===== src/sfd_pkg.sv =====
// shared types, constants and helpers for the stereo feedback delay
package sfd_pkg;

    localparam int SAMPLE_BITS = 24;
    localparam int CFG_IDX_W   = 3;
    localparam int CFG_DATA_W  = 32;
    localparam int GAIN_W      = 16;
    localparam int FB_FIELD_W  = 15;
    localparam int CNT_W       = 16;
    localparam int SHIFT_W     = 4;
    localparam int SAT_W       = 48;
    localparam int Q_SHIFT     = 15;

    localparam logic [GAIN_W-1:0]  FB_MAX      = 16'd31129;
    localparam logic [GAIN_W-1:0]  MIX_ONE     = 16'd32768;
    localparam logic [SHIFT_W-1:0] SHIFT_RESET = 4'd11;

    // configuration register indexes
    typedef enum logic [CFG_IDX_W-1:0] {
        REG_ENABLE   = 3'd0,
        REG_DELAY    = 3'd1,
        REG_FEEDBACK = 3'd2,
        REG_MIX      = 3'd3,
        REG_SHIFT    = 3'd4
    } t_cfg_reg;

    typedef struct packed {
        logic signed [SAMPLE_BITS-1:0] sample_left;
        logic signed [SAMPLE_BITS-1:0] sample_right;
        logic                          right_present;
    } t_in_item;

    typedef struct packed {
        logic signed [SAMPLE_BITS-1:0] out_left;
        logic signed [SAMPLE_BITS-1:0] out_right;
    } t_out_item;

    // classified item between front and back
    typedef struct packed {
        logic                          bypass;
        logic                          stereo;
        logic signed [SAMPLE_BITS-1:0] dry_left;
        logic signed [SAMPLE_BITS-1:0] dry_right;
    } t_queue_item;

    // per-cycle strobes from the sequencer to both lanes
    typedef struct packed {
        logic rd;
        logic cap_a;
        logic interp;
        logic wet;
        logic mul_fb;
        logic wr;
        logic mul_mix;
    } t_lane_ctl;

    // clamp to signed sample range
    function automatic logic signed [SAMPLE_BITS-1:0] sat_sample(
        input logic signed [SAT_W-1:0] v
    );
        logic signed [SAT_W-1:0] hi;
        logic signed [SAT_W-1:0] lo;
        hi = (SAT_W'(1) <<< (SAMPLE_BITS - 1)) - SAT_W'(1);
        lo = -hi - SAT_W'(1);
        if (v > hi) begin
            sat_sample = hi[SAMPLE_BITS-1:0];
        end else if (v < lo) begin
            sat_sample = lo[SAMPLE_BITS-1:0];
        end else begin
            sat_sample = v[SAMPLE_BITS-1:0];
        end
    endfunction

endpackage


===== src/sfd_front.sv =====
// front end: accepts items, classifies them and queues them for the back end
module sfd_front import sfd_pkg::*; (
    input  logic        i_clk,
    input  logic        i_rst_n,
    input  logic        i_in_valid,
    output logic        o_in_stall,
    input  t_in_item    i_in,
    input  logic        i_enable,
    input  logic        i_clearing,
    output logic        o_q_valid,
    output t_queue_item o_q_item,
    input  logic        i_q_pop
);

    t_queue_item r_q [2];
    logic        r_wr_ptr;
    logic        r_rd_ptr;
    logic [1:0]  r_count;
    logic        push;
    t_queue_item item;

    assign o_in_stall = (r_count == 2'd2) || i_clearing;
    assign push       = i_in_valid && !o_in_stall;
    assign o_q_valid  = (r_count != 2'd0);
    assign o_q_item   = r_q[r_rd_ptr];

    // classify: bypass when disabled, mono feeds left into the right lane
    always_comb begin
        item.bypass   = !i_enable;
        item.stereo   = i_in.right_present;
        item.dry_left = i_in.sample_left;
        if (i_in.right_present) begin
            item.dry_right = i_in.sample_right;
        end else if (i_enable) begin
            item.dry_right = i_in.sample_left;
        end else begin
            item.dry_right = '0;
        end
    end

    // queue storage
    always_ff @(posedge i_clk) begin
        if (push) begin
            r_q[r_wr_ptr] <= item;
        end
    end

    // queue pointers
    always_ff @(posedge i_clk) begin
        if (!i_rst_n) begin
            r_wr_ptr <= 1'b0;
            r_rd_ptr <= 1'b0;
            r_count  <= 2'd0;
        end else begin
            if (push) begin
                r_wr_ptr <= !r_wr_ptr;
            end
            if (i_q_pop) begin
                r_rd_ptr <= !r_rd_ptr;
            end
            r_count <= r_count + 2'(push) - 2'(i_q_pop);
        end
    end

    a_pop_nonempty: assert property (@(posedge i_clk) disable iff (!i_rst_n)
        i_q_pop |-> r_count != 2'd0)
        else $error("queue popped while empty");
    a_count_bound: assert property (@(posedge i_clk) disable iff (!i_rst_n)
        r_count != 2'd3)
        else $error("queue overflow");

endmodule


===== config.mk =====
export PLATFORM = sky130hd
export DESIGN_NAME = sfd_front
export DESIGN_NICKNAME = d
export VERILOG_FILES = /design/src/sfd_pkg.sv /design/src/sfd_front.sv
export SDC_FILE = /design/constraint.sdc
export NUM_CORES = 1
export LEC_CHECK = 0
export ABC_AREA = 1
export BUFFER_PORTS_ARGS = -buffer_cell sky130_fd_sc_hd__buf_4
export CORE_AREA = 2 2 92 94
export DETAILED_ROUTE_END_ITERATION = 16
export DIE_AREA = 0 0 94 96
export GPL_TIMING_DRIVEN = 0
export PLACE_DENSITY_LB_ADDON = 0.3
export SYNTH_ARGS = -nofsm -noshare
export SYNTH_HDL_FRONTEND = slang
export SYNTH_SLANG_ARGS = --single-unit

===== constraint.sdc =====
create_clock -name i_clk -period 5.45 [get_ports i_clk]
set_clock_uncertainty 0.05 [all_clocks]
set_input_delay 0.8175 -clock i_clk [delete_from_list [all_inputs] [get_ports i_clk]]
set_output_delay 0.8175 -clock i_clk [all_outputs]
set_load 0.01 [all_outputs]

======== Word level (Yosys, flattened, before mapping) ========
Memories as Yosys holds them, arrays and structs flattened. A register that Yosys moved wholly into a read port is not among the register bits.
Index checks and enable logic that the tools add are counted.
cells by class
  $add $sub $neg .......................... 2
  equality and inequality tests ........... 1
  muxes and demuxes ....................... 6
  reductions and logical operators ........ 7
operators by type and width
  kind                                        count
  two-way mux 24 bit                          2
  logical NOT 1 bit                           4
  two-way mux 1 bit                           4
  adder 2 x 1 -> 2 bit                        1
  equality test 2 bit, second input constant  1
  nonzero test 2 bit                          1
  subtractor 2 x 1 -> 2 bit                   1
  logical AND 1 bit                           1
  logical OR 1 bit                            1
word-level totals
  register bits ........................... 4
  memory bits (writable) .................. 100
  output and inout port bits .............. 52
  logic and storage cells ................. 20
  memories ................................ 1
memories
  memory  depth  bits a word  rd ports  clocked after memory_dff  write ports  RTL line         source
  r_q     2      50           1         1                         1            sfd_front.sv:15  t_queue_item r_q [2];

======== Longest topological paths before layout ========
Gate-level depths: netlist (run 1).
  depth after elaboration ................. 6
  mapped depth ............................ 10
  depth with buffers taken out ............ 10

======== Worst setup path after synthesis (run 1) ========
No wires, ideal clock.
  kind .................................... input-to-reg
  start point ............................. input port i_clearing
  end point ............................... memory r_q[0][0] (netlist name) (enable)
  setup time .............................. 0.458 ns
  data arrival time ....................... 3.116 ns
  required time ........................... 4.942 ns
  slack ................................... 1.826 ns
  stages .................................. 3
  path buffers ............................ 0
  cell sequence ........................... inv_1 nand3_1 nor2_1
between the ends
  word-level cells in the longest chain between the ends .. 5
RTL lines
  item                                     RTL line         source
  start: declaration                       sfd_front.sv:9   input logic i_clearing,
  logical OR 1 bit                         sfd_front.sv:22  assign o_in_stall = (r_count == 2'd2) || i_clearing;
  logical NOT 1 bit                        sfd_front.sv:23  assign push = i_in_valid && !o_in_stall;
  logical AND 1 bit                        sfd_front.sv:23
  two-way mux 1 bit                        sfd_front.sv:43  if (push) begin
  two-way mux 1 bit (implied by the code)  sfd_front.sv:44  r_q[r_wr_ptr] <= item;
  end: declaration                         sfd_front.sv:15
No other way between the ends.

==> results of run 1 <==
stage by stage:
stage               utilization (%)  instance area [um^2]  power (W)  instances  hold WS (ns)
floorplan                         -                  4470    0.00110        273         0.413
global placement               66.9                  5390    0.00121        483         0.428
detailed placement             67.5                  5430    0.00122        485         0.445
CTS                            70.7                  5690    0.00181        501         0.466
global route                   70.7                  5690    0.00185        501         0.480
finish                         70.7                  5690    0.00180        501         0.463
worst max path at each step:
| stage | slack (ns) | start | cells past startpoint | to |
|---|---|---|---|---|
| 3_5_place_dp | 2.87 | i_clearing | 5 | r_q[0][33] |
| 5_1_grt | 3.06 | flop | 4 | o_q_item[33] |
| 6_report | 3.11 | flop | 4 | o_q_item[33] |
| 4_1_cts | 3.08 | flop | 4 | o_q_item[33] |
| 3_3_place_gp | 0.51 | i_clearing | 4 | r_q[0][10] |
| 2_1_floorplan | 1.83 | i_clearing | 3 | r_q[0][0] |
layer usage:
layer	part of all wire, %	vias to the layer above
met1	40	1256
li1	-	1222
met3	4.3	15
met5	0	-
met2	53	70
met4	2.2	0
synth_stat cells:
cell,n
inv_1,9
buf_6,3
or2_2,2
dfxtp_1,5
nor2_1,6
edfxtp_1,100
mux2_4,50
buf_12,5
nand2_1,57
nand3_1,26
ha_1,2
buf_2,6
a21oi_1,1
nand4_1,1
final cells by class:
type / instances / area (um^2)
clock inverter: 5 / 128
inverter: 9 / 33.8
multi-input combinational: 145 / 1170
sequential: 105 / 3100
timing repair buffer: 107 / 828
fill: 551 / 2360
tap: 105 / 131
buffer: 14 / 164
clock buffer: 11 / 131
tightest hold or removal path, cell delays in order, from the launching register on:
cell and delay, ns:
dfxtp_1 0.34, nor2_1 0.06, nor2_1 0.08
registers in the layout (all words and copies together), names as in the netlist, named ones only:
signal / flops
r_count: 2
r_q: 100
r_wr_ptr: 1
r_rd_ptr: 1
logic make-up after synthesis:
| family | count (synthesis) | synth area share [%] |
|---|---|---|
| flops | 105 | 69.5 |
| compound gates | 1 | 0.112 |
| buf+inv | 23 | 4.43 |
| fa+ha+maj | 2 | 0.560 |
| mux | 50 | 16.8 |
| simple gates | 92 | 8.63 |
report_power, final:
| group | internal [W] | switching, W |
|---|---|---|
| combinational | 0.000143 | 0.000118 |
| clock | 0.000352 | 0.000248 |
| sequential | 0.000925 | 0.0000106 |
==> results.md, run 1 <==
* Number of antenna violations at the first check in global routing at 0
* CP max stage delay at 0.34 ns
* GRT met3 Usage at 3.45%
* WS Path Type: flop to primary output
* Busiest grt layer: met2
* Post-Syn Nets at 330
* Die footprint at 0.00902 mm^2
* Routing usage on met1 at 23.5%
* Flop-to-flop setup slack at 3.42 ns
* HPWL after detailed placement at 5740 um
* Hold_sp: r_rd_ptr
* Initial Util at 55.5%
* Final hold vios at 0
* Commonest non-fill, non-tap cell in the layout: buf_4
* Mean Syn Cell Area at 16.4 um^2
* Top Ports at 107
* R2R Path End: r_q[0][29]
* Yosys cell types at 14
* Share of layout cells above drive strength 1 at 47.7%
* Outcome: complete, no violations
* Clock Tree Buf Depth at 2
* Clock-pin slew of the registers on the worst-case setup and hold paths at 0.09 ns
* Cell taking the most area after synthesis: edfxtp_1
* First-pass GRT wire length at 12,500 um
* Post-CTS Setup Inserts at 0
* Vias in the first global route at 2,579
* Port bufs at 105
* GRT Total Usage at 18.9%
* Synth area leaders: edfxtp_1 67%, mux2_4 17%, nand2_1 4.8%
* Mapped Cells at 273
* TritonCTS Sinks at 105
* CP startpoint kind: flop
* H-tree levels at 3
* WL/cell at 16.6 um
* Max-cap viol count at 0
* Synth-to-layout area growth at 27.5%
* Final setup vio count at 0
* Routing usage on met2 at 32.2%
* Die boundary width at 94 um
* N_diodes at 0
* DR pass1 iterations at 4
* CP cell instances: buf_6 -> buf_12 -> mux2_4 -> buf_4
* TritonCTS clock tree: built
* #FFs+latches synth at 105
* Placer Congestion at 0.771
* Tcrit/Tclk final at 42.9%
* Fin crit period at 2.34 ns
* Dpl ws at 2.87 ns
* Setup WS post-layout at 3.11 ns
* Residual DRC at 0
* Crit path buffers/inverters at 3
* Antenna-violating nets left at 0
* Cell area after synthesis at 0.00447 mm^2
* Crit path capture type: primary output
* Clk Latency, worst-skew pair at 0.36 ns
* Die H at 96 um
* Slowest CP cell: dfxtp_1
* Gr ovfl total at 0
* Largest net degree at the start of global routing at 29
* Power per cell area at 316 mW/mm^2
* Most frequent cells in the layout: 105 x buf_4, 100 x edfxtp_1, 57 x nand2_1
* Row cnt at 33
* CTS root buf: clkbuf_8
* Yosys warns at 0
* Max Clock Freq at 428 MHz
* Worst R2R Path Depth at 5
* Register area share after synthesis at 69.5%
* Crit Path Max Fanout at 10
* Core area at 0.00805 mm^2
* Worst min path class: flop to flop
* Pleak at 2.39 nW
* 1st-iter DRT viols at 108
* Top cell type's share of synthesized area at 67.2%
* Routed vias/inst at 5.12
* Final-stage net count at 448
* Worst hold path depth at 2
* Max VDD drop at 0.000183 V
* Post-CTS sizing at 0
* Slew headroom at 41.3%
* Reg-to-reg startpoint: r_count[0]
* Clock buffer count from CTS at 9
* Wirelength, routed at 8330 um
* RSZ-0062 raised after global routing: false
* Setup TNS at 0 ns
* Arrival time at the worst endpoint at 1.47 ns
* Hold buffers post-CTS at 0
* Final slew viol count at 0
* Required @ worst endpoint at 4.58 ns
* Kind of cell adding the most delay to the critical path: buffers and inverters
* Via Count at 2,563
* Slew @ Worst Pin at 0.878 ns
Power figures use the tool's default switching activity.
==> run 2, diff against run 1 <==
Settings changed: CORE_AREA 2 2 92 94 to 2 2 100 102, DIE_AREA 0 0 94 96 to 0 0 102 104.
Clock period 5.45 ns to 2.01 ns, I/O delays scaled along.
==> run 2 against run 1 <==
Core utilization shrank 11 points. Wire length shrank 1.2%. Register-to-register slack lost 3.3 ns. First-iteration DRC count grew 12%. Critical path depth grew 1. Worst setup slack lost 3.0 ns. Power grew 150%. Sequential power grew to 2.7 times the previous value. Worst hold slack lost 0.38 ns. Critical endpoint is now r_q[0][34]. Largest cell class unchanged.
==> results.md, run 2 (synthesis gave the netlist of run 1 again) <==
* Outcome: complete, no violations (unchanged)
* Largest net degree at the start of global routing at 30 (was 29)
* Die footprint at 0.0106 mm^2 (was 0.00902 mm^2)
* Vias in the first global route at 2,507 (was 2,579)
* RSZ-0062 raised after global routing: false (unchanged)
* Post-route design area at 0.00566 mm^2 (was 0.00569 mm^2)
* Die H at 104 um (was 96 um)
* Max-cap viol count at 0 (unchanged)
* Biggest registers after layout: r_q (100), r_count (2) (unchanged)
* Slew @ Worst Pin at 0.698 ns (was 0.878 ns)
* CP startpoint kind: flop (unchanged)
* Share of layout cells above drive strength 1 at 48.2% (was 47.7%)
* Multi-input logic area at 0.00118 mm^2 (was 0.00117 mm^2)
* Most frequent cells in the layout: 105 x buf_4, 100 x edfxtp_1, 57 x nand2_1 (unchanged)
* Finished Core Util at 59.2% (was 70.7%)
* Post-CTS Setup Inserts at 0 (unchanged)
* Crit path capture type: flop (was primary output)
* Port bufs at 105 (unchanged)
* Clock buffer count from CTS at 9 (unchanged)
* Via Count at 2,515 (was 2,563)
* Commonest non-fill, non-tap cell in the layout: buf_4 (unchanged)
* Hold_ws at 0.0806 ns (was 0.463 ns)
* Routed vias/inst at 4.77 (was 5.12)
* Row cnt at 36 (was 33)
* Synth-to-layout area growth at 26.6% (was 27.5%)
* 1st-iter DRT viols at 121 (was 108)
* Slew headroom at 53.4% (was 41.3%)
* H-tree levels at 3 (unchanged)
* HPWL after detailed placement at 5650 um (was 5740 um)
* N_diodes at 0 (unchanged)
* Power per cell area at 792 mW/mm^2 (was 316 mW/mm^2)
* Clk Latency, worst-skew pair at 0.35 ns (was 0.36 ns)
* Final hold vios at 0 (unchanged)
* Fin crit period at 1.87 ns
* Antenna-violating nets left at 0 (unchanged)
* Residual DRC at 0 (unchanged)
* Core area at 0.00955 mm^2 (was 0.00805 mm^2)
* First-pass GRT wire length at 12,700 um (was 12,500 um)
* TritonCTS Sinks at 105 (unchanged)
* Sequential cell area at 0.00310 mm^2 (unchanged)
* TritonCTS clock tree: built (unchanged)
* Final-stage net count at 448 (unchanged)
* Max Clock Freq at 534 MHz
* Clock-pin slew of the registers on the worst-case setup and hold paths at 0.09 ns (about the same)
* CTS root buf: clkbuf_8 (unchanged)
* Placed Instance Area at 0.00547 mm^2 (was 0.00543 mm^2)
* GRT Total Usage at 16.1% (was 18.9%)
* Worst R2R Path Depth at 5 (unchanged)
* Die boundary width at 102 um (was 94 um)
* DR pass1 iterations at 4 (unchanged)
* Crit Path Max Fanout at 29 (was 10)
* Wirelength, routed at 8230 um (was 8330 um)
* Initial Util at 46.8% (was 55.5%)
* Clock Tree Buf Depth at 2 (unchanged)
* Tcrit/Tclk final at 93.2%
* WS Path Type: flop to flop (was flop to primary output)
* Max VDD drop at 0.000424 V (was 0.000183 V)
* WL/cell at 15.6 um (was 16.6 um)
* Final slew viol count at 0 (unchanged)
* Top Ports at 107 (unchanged)
* Largest register FFs at 100 (unchanged)
* Fillers at 763 (was 551)
* Pleak at 2.35 nW (was 2.39 nW)
* Number of antenna violations at the first check in global routing at 0 (unchanged)
* Required @ worst endpoint at 2.02 ns (was 4.58 ns)
* Arrival time at the worst endpoint at 1.88 ns (was 1.47 ns)
* Placer Congestion at 0.709 (was 0.771)
* Worst min path class: input port to flop (was flop to flop)
* Worst hold path depth at 1 (was 2)
* Final setup vio count at 0 (unchanged)
* Gr ovfl total at 0 (unchanged)
* Largest Register: r_q (unchanged)
[run 2: changes by cell type in the layout (fill, tap and decap cells not counted), sizes merged]
cell | previous run | this run
clkinvlp | 1 | 2
clkinv | 0 | 2
clkbuf | 11 | 9
bufinv | 4 | 1
[run 2: final timing paths]
path              start          to  slack, ns
max          r_count[0]  r_q[0][34]       0.14
min             i_in[0]  r_q[1][48]       0.08
max reg2reg  r_count[0]  r_q[0][34]       0.14
min reg2reg    r_rd_ptr    r_rd_ptr       0.48
[run 2: stage by stage]
step	setup slack (ns)	TNS (ns)	std cells	total power, W
2_1_floorplan	0.0250	0	273	0.00298
3_3_place_gp	-0.613	-45.33	511	0.00327
3_5_place_dp	0.0505	0	513	0.00330
4_1_cts	0.0455	0	527	0.00453
5_1_grt	0.0169	0	527	0.00466
6_report	0.137	0	527	0.00448
[run 2: metal layers]
layer	GRT usage, %	wire length (um)
met4	7.52	182
met1	19.6	3420
met2	27.0	4180
met3	3.56	454
met5	0	0
[run 2: where the power goes]
group | internal [W] | switching, W | leakage (nW)
registers | 0.00251 | 0.0000276 | 0.962
clock network | 0.000562 | 0.000679 | 0.0872
logic | 0.000388 | 0.000315 | 1.30
[run 2: worst max-delay path, stage by stage, from the launching register on]
cell and delay, ns:
dfxtp_1 0.37, inv_1 0.05, nand2_1 0.11, nand3_2 0.13, nor2_4 0.56, buf_12 0.29
[run 2: layout make-up]
class                           count  share of cell area, %
Multi-Input combinational cell    145                   20.8
Sequential cell                   105                   54.9
Inverter                            9                  0.597
Clock buffer                        9                   2.19
Clock inverter                      5                   1.04
Timing Repair Buffer              107                   14.6
Tap cell                          133                   2.94
Buffer                             14                   2.90
[run 2: repair_timing]
item / 4_1_cts / 5_1_grt
hold buffers: 0 / 0
endpoints found under the setup margin: 0 / 29
hold endpoints to repair: 0 / 0
gates resized for setup: 0 / 1
==> run 3, diff against run 2 <==
Settings changed: SETUP_SLACK_MARGIN from default to 0.15, SKIP_CTS_REPAIR_TIMING from default to 1.
==> run 3 against run 2 <==
Worst setup slack better by 0.045 ns. Via count is 1.7% higher. First-iteration DRC count is 17% lower. Combinational power is 4.3% higher. Critical endpoint is now o_q_item[33]. Critical path depth is 1 lower.
==> results.md, run 3 (synthesis gave the netlist of run 1 again) <==
* Outcome: complete, no violations (unchanged)
* Crit Path Max Fanout at 10 (was 29)
* Biggest registers after layout: r_q (100), r_count (2) (unchanged)
* Final slew viol count at 0 (unchanged)
* Clk Latency, worst-skew pair at 0.37 ns (was 0.35 ns)
* TritonCTS Sinks at 105 (unchanged)
* Tot Pwr at 0.00455 W (was 0.00448 W)
* WS Path Type: flop to primary output (was flop to flop)
* Vias in the first global route at 2,484 (was 2,507)
* Tcrit/Tclk final at 90.9% (was 93.2%)
* Crit path capture type: primary output (was flop)
* Placed Instance Area at 0.00545 mm^2 (was 0.00547 mm^2)
* Pleak at 2.38 nW (was 2.35 nW)
* TritonCTS clock tree: built (unchanged)
* Number of antenna violations at the first check in global routing at 0 (unchanged)
* Power per cell area at 788 mW/mm^2 (was 792 mW/mm^2)
* Slew @ Worst Pin at 0.680 ns (was 0.698 ns)
* Commonest non-fill, non-tap cell in the layout: buf_4 (unchanged)
* Via Count at 2,558 (was 2,515)
* Share of layout cells above drive strength 1 at 49.5% (was 48.2%)
* Placer Congestion at 0.712 (was 0.709)
* H-tree levels at 3 (unchanged)
* Residual DRC at 0 (unchanged)
* Slew headroom at 54.6% (was 53.4%)
* Clock-pin slew of the registers on the worst-case setup and hold paths at 0.09 ns (about the same)
* Core area at 0.00955 mm^2 (unchanged)
* Largest register FFs at 100 (unchanged)
* Die boundary width at 102 um (unchanged)
* Sequential cell area at 0.00310 mm^2 (about the same)
* GRT Total Usage at 16.3% (was 16.1%)
* Antenna-violating nets left at 0 (unchanged)
* Largest net degree at the start of global routing at 51 (was 30)
* DR pass1 iterations at 4 (unchanged)
* Final hold vios at 0 (unchanged)
* Fillers at 764 (was 763)
* Required @ worst endpoint at 1.66 ns (was 2.02 ns)
* Clock Tree Buf Depth at 2 (unchanged)
* Die H at 104 um (unchanged)
* Final setup vio count at 0 (unchanged)
* Max-cap viol count at 0 (unchanged)
* Gr ovfl total at 0 (unchanged)
* CP startpoint kind: flop (unchanged)
* WL/cell at 16.6 um (was 15.6 um)
* CTS root buf: clkbuf_8 (unchanged)
* Synth-to-layout area growth at 29.2% (was 26.6%)
* Top Ports at 107 (unchanged)
* Routed vias/inst at 4.78 (was 4.77)
* Fin crit period at 1.83 ns (was 1.87 ns)
* Largest Register: r_q (unchanged)
* 1st-iter DRT viols at 101 (was 121)
* Post-route design area at 0.00577 mm^2 (was 0.00566 mm^2)
* Max Clock Freq at 547 MHz (was 534 MHz)
* Row cnt at 36 (unchanged)
* Final-stage net count at 455 (was 448)
* Clock buffer count from CTS at 9 (unchanged)
* Setup TNS at 0 ns (unchanged)
* Hold_ws at 0.0693 ns (was 0.0806 ns)
* Most frequent cells in the layout: 106 x buf_4, 100 x edfxtp_1, 56 x nand2_1 (was 105 x buf_4, 100 x edfxtp_1, 57 x nand2_1)
* First-pass GRT wire length at 12,800 um (was 12,700 um)
* Arrival time at the worst endpoint at 1.48 ns (was 1.88 ns)
* Max VDD drop at 0.000459 V (was 0.000424 V)
* RSZ-0062 raised after global routing: true (was false)
* HPWL after detailed placement at 5650 um (about the same)
* Worst min path class: input port to flop (unchanged)
* N_diodes at 0 (unchanged)
* Die footprint at 0.0106 mm^2 (unchanged)
* Port bufs at 105 (unchanged)
* Wirelength, routed at 8860 um (was 8230 um)
* Initial Util at 46.8% (unchanged)
* Multi-input logic area at 0.00119 mm^2 (was 0.00118 mm^2)
run 3: layout make-up:
cell class,instances,area share [%]
Sequential cell,105,53.8
Multi-Input combinational cell,146,20.7
Timing Repair Buffer,110,15.3
Buffer,14,2.99
Tap cell,133,2.88
Clock buffer,9,2.15
Clock inverter,6,1.17
Inverter,9,0.650
Timing Repair inverter,3,0.390
run 3: per-layer routing:
| metal | track usage [%] | vias to the layer above | routed length [um] |
|---|---|---|---|
| li1 | - | 1239 | - |
| met1 | 21.3 | 1239 | 3940 |
| met2 | 25.6 | 72 | 4390 |
| met3 | 5.38 | 8 | 399 |
| met4 | 5.43 | 0 | 132 |
| met5 | 0 | - | 0 |
run 3: critical path, stage by stage (launching register included):
cell     delay [ns]
dfxtp_2        0.35
buf_12         0.14
buf_12         0.16
mux2_4         0.31
buf_4          0.14
run 3: final timing paths:
| path | start | to | slack [ns] | cells after the start |
|---|---|---|---|---|
| worst min register to register | r_rd_ptr | flop | 0.47 | 2 |
| worst max-delay path | flop | o_q_item[33] | 0.18 | 4 |
| worst max register to register | r_count[0] | r_count[1] | 0.23 | 9 |
| worst min-delay path | i_in[25] | r_q[1][24] | 0.07 | 1 |
run 3: power by group:
group          internal (W)  switching (W)
registers           0.00251      0.0000309
clock network      0.000576       0.000698
logic              0.000405       0.000328
run 3: per-stage QoR:
step	util [%]	setup WS, ns	cells
after floorplan	-	0.197	273
after global placement	56.9	-0.289	511
after detailed placement	57.1	-0.277	512
after CTS	59.1	-0.302	527
after global routing	60.4	0.126	535
final	60.4	0.183	535
